$ cat src/design/iud_pkg.sv
`timescale 1ns / 1ps

package iud_pkg;

   // Sequencer states of the divider.
   typedef enum logic [1:0] {
      ST_IDLE   = 2'd0,
      ST_DIVIDE = 2'd1,
      ST_WRITE  = 2'd2
   } iud_state_type;

   // Commands from the sequencer to the shared shift-subtract datapath.
   typedef struct packed {
      logic load;
      logic step;
   } iud_ctl_type;

endpackage

$ cat src/design/iud_if.sv
`timescale 1ns / 1ps

interface iud_req_if #(
   parameter int DATA_WIDTH = 32
);
   logic                  valid;
   logic                  ready;
   logic [DATA_WIDTH-1:0] dividend;
   logic [DATA_WIDTH-1:0] divisor;

   modport source (output valid, output dividend, output divisor, input ready);
   modport sink   (input valid, input dividend, input divisor, output ready);
endinterface

interface iud_rsp_if #(
   parameter int DATA_WIDTH = 32
);
   logic                  valid;
   logic                  ready;
   logic [DATA_WIDTH-1:0] quotient;
   logic                  divide_by_zero;

   modport source (output valid, output quotient, output divide_by_zero, input ready);
   modport sink   (input valid, input quotient, input divide_by_zero, output ready);
endinterface

$ cat src/design/iud_datapath.sv
`timescale 1ns / 1ps

// Restoring divider datapath: one quotient bit per step through a single
// compare-and-subtract unit.
module iud_datapath
   import iud_pkg::*;
#(
   parameter int DATA_WIDTH = 32
) (
   input  logic                  clock,
   input  iud_ctl_type           ctl,
   input  logic [DATA_WIDTH-1:0] dividend,
   input  logic [DATA_WIDTH-1:0] divisor,
   output logic [DATA_WIDTH-1:0] quotient
);

   logic [DATA_WIDTH-1:0] rem_ff, rem_in;
   logic [DATA_WIDTH-1:0] quo_ff, quo_in;
   logic [DATA_WIDTH-1:0] den_ff, den_in;
   logic [DATA_WIDTH:0]   shifted;
   logic [DATA_WIDTH+1:0] diff;
   logic                  fits;

   always_comb begin
      shifted = {rem_ff, quo_ff[DATA_WIDTH-1]};
      diff    = {1'b0, shifted} - {2'b00, den_ff};
      fits    = ~diff[DATA_WIDTH+1];
      rem_in  = rem_ff;
      quo_in  = quo_ff;
      den_in  = den_ff;
      if (ctl.load) begin
         rem_in = '0;
         quo_in = dividend;
         den_in = divisor;
      end else if (ctl.step) begin
         // The partial remainder stays below the divisor, so either branch fits.
         rem_in = fits ? diff[DATA_WIDTH-1:0] : shifted[DATA_WIDTH-1:0];
         quo_in = {quo_ff[DATA_WIDTH-2:0], fits};
      end
   end

   always_ff @(posedge clock) begin
      rem_ff <= rem_in;
      quo_ff <= quo_in;
      den_ff <= den_in;
   end

   assign quotient = quo_ff;

endmodule

$ cat src/design/iterative_unsigned_divider.sv
`timescale 1ns / 1ps

// Unsigned integer divider. Each request beat carries a dividend and a
// divisor and produces one response beat with quotient = floor(dividend /
// divisor). The quotient is formed one bit per clock by a single restoring
// compare-and-subtract unit. The operands load at the edge that accepts the
// request beat, then the iteration runs once per quotient bit and the write
// state loads the response into the output register. The request side is
// not ready while a division is in progress; it is ready again in the cycle
// after the write. A zero divisor skips the iteration, sets divide_by_zero
// and returns the last quotient computed (zero after reset); its response
// also passes through the write state. The response sits in an output
// register, so a new request is taken while a finished response still waits
// for its consumer; the write cycle repeats, and the next result is held
// back, only while that register is still full.
module iterative_unsigned_divider
   import iud_pkg::*;
#(
   parameter int DATA_WIDTH = 32
) (
   input  logic     clock,
   input  logic     reset,
   iud_req_if.sink   req_bus,
   iud_rsp_if.source rsp_bus
);

   localparam int CNT_W = $clog2(DATA_WIDTH);

   iud_state_type         state_ff, state_in;
   logic [CNT_W-1:0]      count_ff, count_in;
   logic                  zero_ff, zero_in;
   logic [DATA_WIDTH-1:0] last_quotient_ff, last_quotient_in;
   logic                  rsp_valid_ff, rsp_valid_in;
   logic [DATA_WIDTH-1:0] rsp_quotient_ff, rsp_quotient_in;
   logic                  rsp_zero_ff, rsp_zero_in;

   iud_ctl_type           ctl;
   logic [DATA_WIDTH-1:0] dp_quotient;
   logic                  req_fire;
   logic                  slot_free;

   iud_datapath #(
      .DATA_WIDTH (DATA_WIDTH)
   ) u_datapath (
      .clock    (clock),
      .ctl      (ctl),
      .dividend (req_bus.dividend),
      .divisor  (req_bus.divisor),
      .quotient (dp_quotient)
   );

   assign req_bus.ready = (state_ff == ST_IDLE);
   assign req_fire      = req_bus.valid && req_bus.ready;
   // The output register can take a new result when empty or being drained.
   assign slot_free     = !rsp_valid_ff || rsp_bus.ready;

   always_ff @(posedge clock) begin
      if (reset) begin
         state_ff         <= ST_IDLE;
         rsp_valid_ff     <= 1'b0;
         last_quotient_ff <= '0;
      end else begin
         state_ff         <= state_in;
         rsp_valid_ff     <= rsp_valid_in;
         last_quotient_ff <= last_quotient_in;
      end
   end

   always_ff @(posedge clock) begin
      count_ff        <= count_in;
      zero_ff         <= zero_in;
      rsp_quotient_ff <= rsp_quotient_in;
      rsp_zero_ff     <= rsp_zero_in;
   end

   // Sequencer: next state, datapath commands and response register loads.
   always_comb begin
      state_in         = state_ff;
      count_in         = count_ff;
      zero_in          = zero_ff;
      last_quotient_in = last_quotient_ff;
      rsp_valid_in     = rsp_valid_ff && !rsp_bus.ready;
      rsp_quotient_in  = rsp_quotient_ff;
      rsp_zero_in      = rsp_zero_ff;
      ctl              = '0;
      case (state_ff)
         ST_IDLE: begin
            if (req_fire) begin
               zero_in  = (req_bus.divisor == '0);
               count_in = CNT_W'(DATA_WIDTH - 1);
               ctl.load = 1'b1;
               // A zero divisor needs no iteration; its result goes straight to the write state.
               state_in = (req_bus.divisor == '0) ? ST_WRITE : ST_DIVIDE;
            end
         end
         ST_DIVIDE: begin
            ctl.step = 1'b1;
            count_in = count_ff - 1'b1;
            if (count_ff == '0) begin
               state_in = ST_WRITE;
            end
         end
         ST_WRITE: begin
            if (slot_free) begin
               rsp_valid_in = 1'b1;
               rsp_zero_in  = zero_ff;
               if (zero_ff) begin
                  rsp_quotient_in = last_quotient_ff;
               end else begin
                  rsp_quotient_in  = dp_quotient;
                  last_quotient_in = dp_quotient;
               end
               state_in = ST_IDLE;
            end
         end
         default: begin
            state_in = ST_IDLE;
         end
      endcase
   end

   assign rsp_bus.valid          = rsp_valid_ff;
   assign rsp_bus.quotient       = rsp_quotient_ff;
   assign rsp_bus.divide_by_zero = rsp_zero_ff;

`ifndef SYNTHESIS
   // An accepted request always starts work, so the block stops taking beats.
   a_accept_starts: assert property (@(posedge clock) disable iff (reset)
      req_fire |=> state_ff != ST_IDLE)
      else $error("request beat accepted but sequencer stayed idle");

   // The iteration runs all DATA_WIDTH steps before the result is written.
   a_divide_runs: assert property (@(posedge clock) disable iff (reset)
      (state_ff == ST_DIVIDE && count_ff != '0) |=> state_ff == ST_DIVIDE)
      else $error("division left the iteration early");

   // A pending response always matches the stored quotient, which a zero
   // divisor must leave untouched.
   a_last_quotient: assert property (@(posedge clock) disable iff (reset)
      rsp_valid_ff |-> rsp_quotient_ff == last_quotient_ff)
      else $error("pending quotient differs from stored last quotient");
`endif

endmodule

$ cat src/flat_wrapper.sv
// flat-port wrapper written by rule: the top's interface ports become plain ports
module iterative_unsigned_divider_flat import iud_pkg::*;
#(
   parameter int DATA_WIDTH = 32
)
  (clock, reset, req_bus_valid, req_bus_dividend, req_bus_divisor, req_bus_ready, rsp_bus_valid, rsp_bus_quotient, rsp_bus_divide_by_zero, rsp_bus_ready);
  iud_req_if #(.DATA_WIDTH(DATA_WIDTH)) req_bus_i ();
  iud_rsp_if #(.DATA_WIDTH(DATA_WIDTH)) rsp_bus_i ();
  input  logic clock;
  input  logic reset;
  input wire logic [$bits(req_bus_i.valid)-1:0] req_bus_valid;
  input wire logic [$bits(req_bus_i.dividend)-1:0] req_bus_dividend;
  input wire logic [$bits(req_bus_i.divisor)-1:0] req_bus_divisor;
  output wire logic [$bits(req_bus_i.ready)-1:0] req_bus_ready;
  output wire logic [$bits(rsp_bus_i.valid)-1:0] rsp_bus_valid;
  output wire logic [$bits(rsp_bus_i.quotient)-1:0] rsp_bus_quotient;
  output wire logic [$bits(rsp_bus_i.divide_by_zero)-1:0] rsp_bus_divide_by_zero;
  input wire logic [$bits(rsp_bus_i.ready)-1:0] rsp_bus_ready;
  assign req_bus_i.valid = req_bus_valid;
  assign req_bus_i.dividend = req_bus_dividend;
  assign req_bus_i.divisor = req_bus_divisor;
  assign req_bus_ready = req_bus_i.ready;
  assign rsp_bus_valid = rsp_bus_i.valid;
  assign rsp_bus_quotient = rsp_bus_i.quotient;
  assign rsp_bus_divide_by_zero = rsp_bus_i.divide_by_zero;
  assign rsp_bus_i.ready = rsp_bus_ready;
  iterative_unsigned_divider #(.DATA_WIDTH(DATA_WIDTH)) u_core (.clock(clock), .reset(reset), .req_bus(req_bus_i), .rsp_bus(rsp_bus_i));
endmodule
$ cat config.mk
export PLATFORM = sky130hd
export DESIGN_NAME = iterative_unsigned_divider_flat
export DESIGN_NICKNAME = d
export VERILOG_FILES = /design/src/design/iud_pkg.sv /design/src/design/iud_if.sv /design/src/design/iud_datapath.sv /design/src/design/iterative_unsigned_divider.sv /design/src/flat_wrapper.sv
export SDC_FILE = /design/constraint.sdc
export NUM_CORES = 1
export LEC_CHECK = 0
export ABC_AREA = 1
export CAP_MARGIN = 25
export CORE_MARGIN = 1.5
export CORE_UTILIZATION = 40
export CTS_CLUSTER_DIAMETER = 30
export CTS_CLUSTER_SIZE = 14
export DETAILED_ROUTE_END_ITERATION = 7
export DONT_BUFFER_PORTS = 1
export PLACE_DENSITY_LB_ADDON = 0.08
export SYNTH_ARGS = -nofsm -noshare
export SYNTH_HDL_FRONTEND = slang
export SYNTH_SLANG_ARGS = --single-unit
$ cat constraint.sdc
create_clock -name clock -period 2.2 [get_ports clock]
set_input_delay 0.22 -clock clock [delete_from_list [all_inputs] [get_ports clock]]
set_output_delay 0.22 -clock clock [all_outputs]
set_load 0.02 [all_outputs]
### Word-level counts from Yosys, hierarchy flattened

Cells that the tools add are included.
Widths: inputs -> output; s select.

* add/sub/neg operators: 2
* divide/modulo/power cells: 0
* mux-type cells: 16
* order comparisons: 0
* reductions and logical operators: 14
* bitwise operators: 1
* equality and inequality tests: 5
* shift operators: 0
* multiply operators: 0

Operators with widths (number)
* $mux 32: 4
* $sub 33x32->34: 1
* $logic_not 32->1: 1
* $pmux 5 s2: 1
* $mux 2: 4
* $pmux 2 s3: 1
* $reduce_and 2->1: 3
* $logic_not 5->1: 1
* $mux 1: 5
* $mux 5: 1
* $sub 5x1->5 const B: 1
* $ne 2x1->1 const B: 2
* $reduce_bool 2->1: 2
* $reduce_and 3->1: 1
* $eq 2x1->1 const B: 1
* $eq 2x2->1 const B: 1
* $logic_and 1x1->1: 2
* $logic_not 1->1: 2
* $logic_not 2->1: 1
* $ne 2x2->1 const B: 1
* $logic_or 1x1->1: 1
* $not 1->1: 1

* memories kept: 0
* memory bits (read-only): 0
* bits in registers: 170
* latch bits: 0
* input port bits: 68
* logic and storage cells: 48
* bits in writable memories: 0
* output and inout bits: 35

### Logic depth before layout (Yosys ltp)

* depth in word-level cells: 5
* mapped depth: 17
* depth with buffers taken out: 17

### Modules after synthesis

Synthesis repeated with hierarchy kept, for this count alone.

* cells, all modules: 1297
* area total of the unflattened synthesis: 9665.5 um^2

By module, submodules not included
* iud_datapath: sequential area each 2562.5 um^2, instances 1, cells each 967, area an instance 6590.1 um^2
* iterative_unsigned_divider: sequential area each 1871.8 um^2, instances 1, cells each 330, area an instance 3075.4 um^2

### Worst setup path before layout

OpenSTA, ideal clock, no wires.

* path kind: reg2reg
* from: register u_core.state_ff[0]
* to: register u_core.u_datapath.den_ff[0] (enable)
* data arrival time: 2122 ps
* slack: -332 ps
* period minus slack after synthesis: 2532 ps
* data required time: 1790 ps
* setup time: 410 ps
* path buffers: 1
* stages on the path, launching flop included: 5
* cell sequence: dfxtp_1 nor2_1 nand2_1 inv_2 clkbuf_1

RTL lines
* start, declared: line iterative_unsigned_divider.sv:29 `iud_state_type state_ff, state_in;`
* start signal, assigned: line iterative_unsigned_divider.sv:63 `state_ff <= state_in;`
* end signal, assigned: line iud_datapath.sv:45 `den_ff <= den_in;`
* end, declared: line iud_datapath.sv:19 `logic [DATA_WIDTH-1:0] den_ff, den_in;`

### Worst setup path in the final report

* from: register u_core.u_datapath.den_ff[30]
* to: register u_core.u_datapath.rem_ff[19]

* cells in the longest elaborated chain, start to end: 2

Ends and longest elaborated chain
* $sub 33x32->34: line iud_datapath.sv:26 `diff = {1'b0, shifted} - {2'b00, den_ff};`
* $mux 32: line iud_datapath.sv:37 `rem_in = fits ? diff[DATA_WIDTH-1:0] : shifted[DATA_WIDTH-1:0];`
* end signal, assigned: line iud_datapath.sv:43 `rem_ff <= rem_in;`
* end, declared: line iud_datapath.sv:17 `logic [DATA_WIDTH-1:0] rem_ff, rem_in;`

No other way between the ends.
A chain may end at the register's enable or synchronous reset.

==> metrics.json <==
{
  "run_status": {"value": "completed"},
  "setup-violations-final": {"value": 0},
  "final.period_utilization": {"value": 95.8, "unit": "%"},
  "power.total": {"value": 12.1, "unit": "mW"},
  "mappedNetlistArea": {"value": 9650, "unit": "sq um"},
  "place.detailed.instances": {"value": 1575},
  "yosysSeqAreaShare": {"value": 46.0, "unit": "%"},
  "clock_skew": {"value": 0.0133, "unit": "ns"},
  "timing.critical_path.arrival": {"value": 2.43, "unit": "ns"},
  "grt_first_pass_wirelength": {"value": 39.6, "unit": "mm"},
  "route.vias.total": {"value": 7933},
  "fp-row-count": {"value": 56},
  "clkTransAtPathRegs": {"value": 0.08, "unit": "ns"},
  "grt_start_max_net_pins": {"value": 66},
  "hold_path_class": {"value": "in -> reg"},
  "cts.htree.levels": {"value": 4},
  "worstPathRequired": {"value": 2.52, "unit": "ns"},
  "cts_root_buffer": {"value": "clkbuf_16"},
  "stdcell_count": {"value": 1676},
  "worstSetupPathType": {"value": "reg -> reg"},
  "worst_setup_path_start_kind": {"value": "flop"},
  "tritoncts.num_buffers": {"value": 17},
  "first_global_vias": {"value": 7558},
  "pwr-share-seq": {"value": 36.3, "unit": "%"},
  "cts_tree": {"value": "built"},
  "cellLeakagePower": {"value": 5.50, "unit": "nW"},
  "finalMaxSlewViolations": {"value": 0},
  "max_clock_freq": {"value": 474, "unit": "MHz"},
  "clock_insertion_delay_worst_skew": {"value": 0.43, "unit": "ns"},
  "postSynthCellCount": {"value": 1250},
  "pre_cts_ws": {"value": -0.00355, "unit": "ns"},
  "hold_violations": {"value": 0},
  "finalWeightedCongestion": {"value": 0.922},
  "comb_power_share": {"value": 38.8, "unit": "%"},
  "route.detailed.wl_per_inst": {"value": 15.1, "unit": "um"},
  "power.share.clock": {"value": 24.9, "unit": "%"},
  "route.final.wire_length": {"value": 25.3, "unit": "mm"},
  "maxCapViolations": {"value": 0},
  "final_cell_area": {"value": 11800, "unit": "sq um"},
  "globalRoute.totalOverflow": {"value": 0},
  "clockBufferDepth": {"value": 2},
  "critical_path.max_fanout": {"value": 7},
  "via_per_inst": {"value": 4.73},
  "drt_drc_violations_left": {"value": 0},
  "die_area": {"value": 25100, "unit": "sq um"},
  "yosysWarningCount": {"value": 0},
  "place_area": {"value": 10200, "unit": "sq um"},
  "period_needed": {"value": 2.11, "unit": "ns"},
  "port_bufs": {"value": 0},
  "synthesis.nets": {"value": 1352},
  "timing.hold.ws": {"value": 0.0111, "unit": "ns"},
  "postSynthAreaPerCell": {"value": 7.72, "unit": "sq um"},
  "die_h": {"value": 158, "unit": "um"},
  "switching_share": {"value": 38.3, "unit": "%"},
  "num-nets-final": {"value": 1446},
  "initial_antenna_violation_count": {"value": 0},
  "internal-power": {"value": 7.45, "unit": "mW"},
  "worst_r2r_setup_slack": {"value": 0.09, "unit": "ns"},
  "synth-async-reset-ratio": {"value": 0, "unit": "%"},
  "worst_slack": {"value": 0.0914, "unit": "ns"},
  "dpl.hpwl": {"value": 18.2, "unit": "mm"},
  "antenna_violating_nets_post_route": {"value": 0},
  "drt_first_pass_iters": {"value": 5},
  "worst_slew_slack_as_a_fraction_of_its_limit": {"value": 62.5, "unit": "%"},
  "coreArea": {"value": 23500, "unit": "sq um"},
  "num_antenna_cells": {"value": 0},
  "worst_slew_pin_slew": {"value": 0.563, "unit": "ns"},
  "groute.usage.overall": {"value": 20.5, "unit": "%"},
  "layout_area_growth_over_synthesis": {"value": 22.0, "unit": "%"},
  "clock-sinks": {"value": 170},
  "drt-initial-drc-count": {"value": 528},
  "yosysUniqueCellTypes": {"value": 43},
  "synth.ff_latch_count": {"value": 170},
  "final_layout_size_suffix_gt1_share": {"value": 14.4, "unit": "%"},
  "power.ir.vdd_worst": {"value": 0.000489, "unit": "V"},
  "ys_dominant_reg_cell": {"value": "edfxtp_1"},
  "setup_repair_after_global_routing_missed_its_margin": {"value": "yes"},
  "die_w": {"value": 158, "unit": "um"},
  "p_sw": {"value": 4.63, "unit": "mW"},
  "endpoint_kind": {"value": "flop"},
  "power_density": {"value": 1030, "unit": "nW/um^2"},
  "initial_core_utilization": {"value": 41.0, "unit": "%"},
  "top_level_ports": {"value": 103},
  "number_of_flops_mapped_to_enable_cells_by_yosys": {"value": 103}
}
power by group through the flow:
stage	Sequential, mW	Clock [mW]	Combinational [mW]
final	4.38	3.01	4.69
after CTS	4.36	3.08	4.34
after floorplan	4.35	0	3.11
after global placement	4.42	0	4.23
after global routing	4.45	3.19	5.29
after detailed placement	4.43	0	4.23
cells in the mapped netlist, types with 2 or more instances:
cell type / n / share of area [%]
nand2_1: 413 / 16
nor4_1: 9 / 0.58
nand3_1: 64 / 3.3
nand2_4: 5 / 0.58
dfxtp_1: 67 / 14
edfxtp_1: 103 / 32
nor2_4: 4 / 0.47
a21oi_2: 6 / 0.54
buf_2: 2 / 0.10
inv_1: 210 / 8.2
xor2_1: 4 / 0.36
ha_1: 33 / 4.3
nand2_2: 6 / 0.39
o21ai_0: 35 / 1.8
o21ai_2: 4 / 0.36
buf_4: 3 / 0.23
nand4_1: 10 / 0.65
buf_6: 4 / 0.47
a21oi_1: 80 / 4.1
nor2_1: 77 / 3.0
nor2_2: 4 / 0.26
nand3b_1: 2 / 0.16
xnor2_1: 10 / 0.91
inv_2: 7 / 0.27
nand3_2: 17 / 1.8
o21bai_1: 3 / 0.23
nand3b_2: 9 / 1.1
and2_1: 7 / 0.45
clkbuf_1: 20 / 0.78
buf_1: 5 / 0.19
o21ai_1: 10 / 0.52
nor3_1: 4 / 0.21
buf_8: 3 / 0.47
layout make-up:
| cell class | count | area [sq um] |
|---|---|---|
| well taps | 319 | 399 |
| fillers | 2315 | 11800 |
| multi-input cells | 824 | 4380 |
| inverters | 218 | 820 |
| clock buffers | 18 | 429 |
| flip-flops and latches | 170 | 4430 |
| repair buffers | 113 | 1160 |
| clock inverters | 14 | 145 |
path summary, 6_finish.rpt:
check / from / to / depth (start not counted)
max: u_core.u_datapath.den_ff[30] / u_core.u_datapath.rem_ff[19] / 13
min: req_bus_dividend[3] / u_core.u_datapath.quotient[3] / 2
max reg2reg: u_core.u_datapath.den_ff[30] / u_core.u_datapath.rem_ff[19] / 13
min reg2reg: u_core.last_quotient_ff[13] / u_core.last_quotient_ff[13] / 2
registers in the layout (all words and copies together), names as in the netlist:
signal                         cells
u_core.rsp_bus.divide_by_zero      1
u_core.count_ff                    5
u_core.rsp_bus.valid               1
u_core.zero_ff                     1
u_core.rsp_bus.quotient           32
u_core.u_datapath.rem_ff          32
u_core.u_datapath.quotient        32
u_core.u_datapath.den_ff          32
u_core.state_ff                    2
u_core.last_quotient_ff           32
cell families (layout without fill, tap and decap cells):
logic type | count (synthesis) | in the layout | share of synthesized area [%]
xor gates and xnor gates | 14 | 14 | 1.27
and+or+nand+nor | 634 | 634 | 29.3
adders and majority gates | 34 | 34 | 4.49
buffers and inverters | 256 | 363 | 10.9
DFF | 170 | 170 | 46.0
AOI/OAI and AO/OA | 142 | 142 | 8.05
critical path: stages, from the launching register on:
cell and delay [ns]:
edfxtp_1 0.34, inv_1 0.08, ha_4 0.30, nand2_1 0.08, nor3_2 0.23, nand2_2 0.14, nor2_4 0.14, nor2_4 0.05
buf_12 0.14, nand2_4 0.10, buf_12 0.13, nand2_1 0.10, nand3_1 0.09, nand2_1 0.06
timing repair:
action                                 CTS  global route
pin swaps                                0            12
buffers inserted                         0             7
hold buffers                            60             0
resized for setup                        1            57
endpoints found under the hold margin   62             0
setup endpoints to repair                5            33
gates cloned                             0             2
per-stage QoR:
stage                      TNS, ns  utilization (%)
final                            0             50.0
after floorplan                  0                -
after global routing       -0.0714             50.0
after detailed placement  -0.00355             43.4
after CTS                        0             48.4
after global placement           0             43.4
cells in the final DEF, fill, tap and decap left out, types with 2 or more instances in the layout:
cell and count:
nand2_2 22, clkinv_4 2, a21oi_2 8, nor2_2 10, buf_12 7, a21oi_1 78, o21ai_2 4, nor4_1 9
clkinvlp_4 2, o21ai_0 35, inv_2 9, inv_6 4, buf_6 2, and2_1 7, nand2_1 396, dlygate4sd3_1 60
nand3b_2 9, nand3_1 62, buf_4 40, nand3_2 19, nand4_1 10, nor2_4 7, o21bai_1 2, dfxtp_1 67
inv_1 208, clkbuf_16 19, nand3b_1 2, ha_4 8, o21ai_1 10, nor3_1 3, inv_8 4, xor2_1 4
edfxtp_1 103, xnor2_1 10, ha_1 24, clkinv_8 2, nand2_4 5, nor3_2 2, nor2_1 68
per-layer routing:
| layer | GRT usage, % | share of wire [%] |
|---|---|---|
| met2 | 31.9 | 44 |
| met5 | 0 | 0 |
| met3 | 2.89 | 4.2 |
| met1 | 30.3 | 51 |
| met4 | 4.49 | 0.83 |
Note: power is estimated with default switching activity, not from simulation.
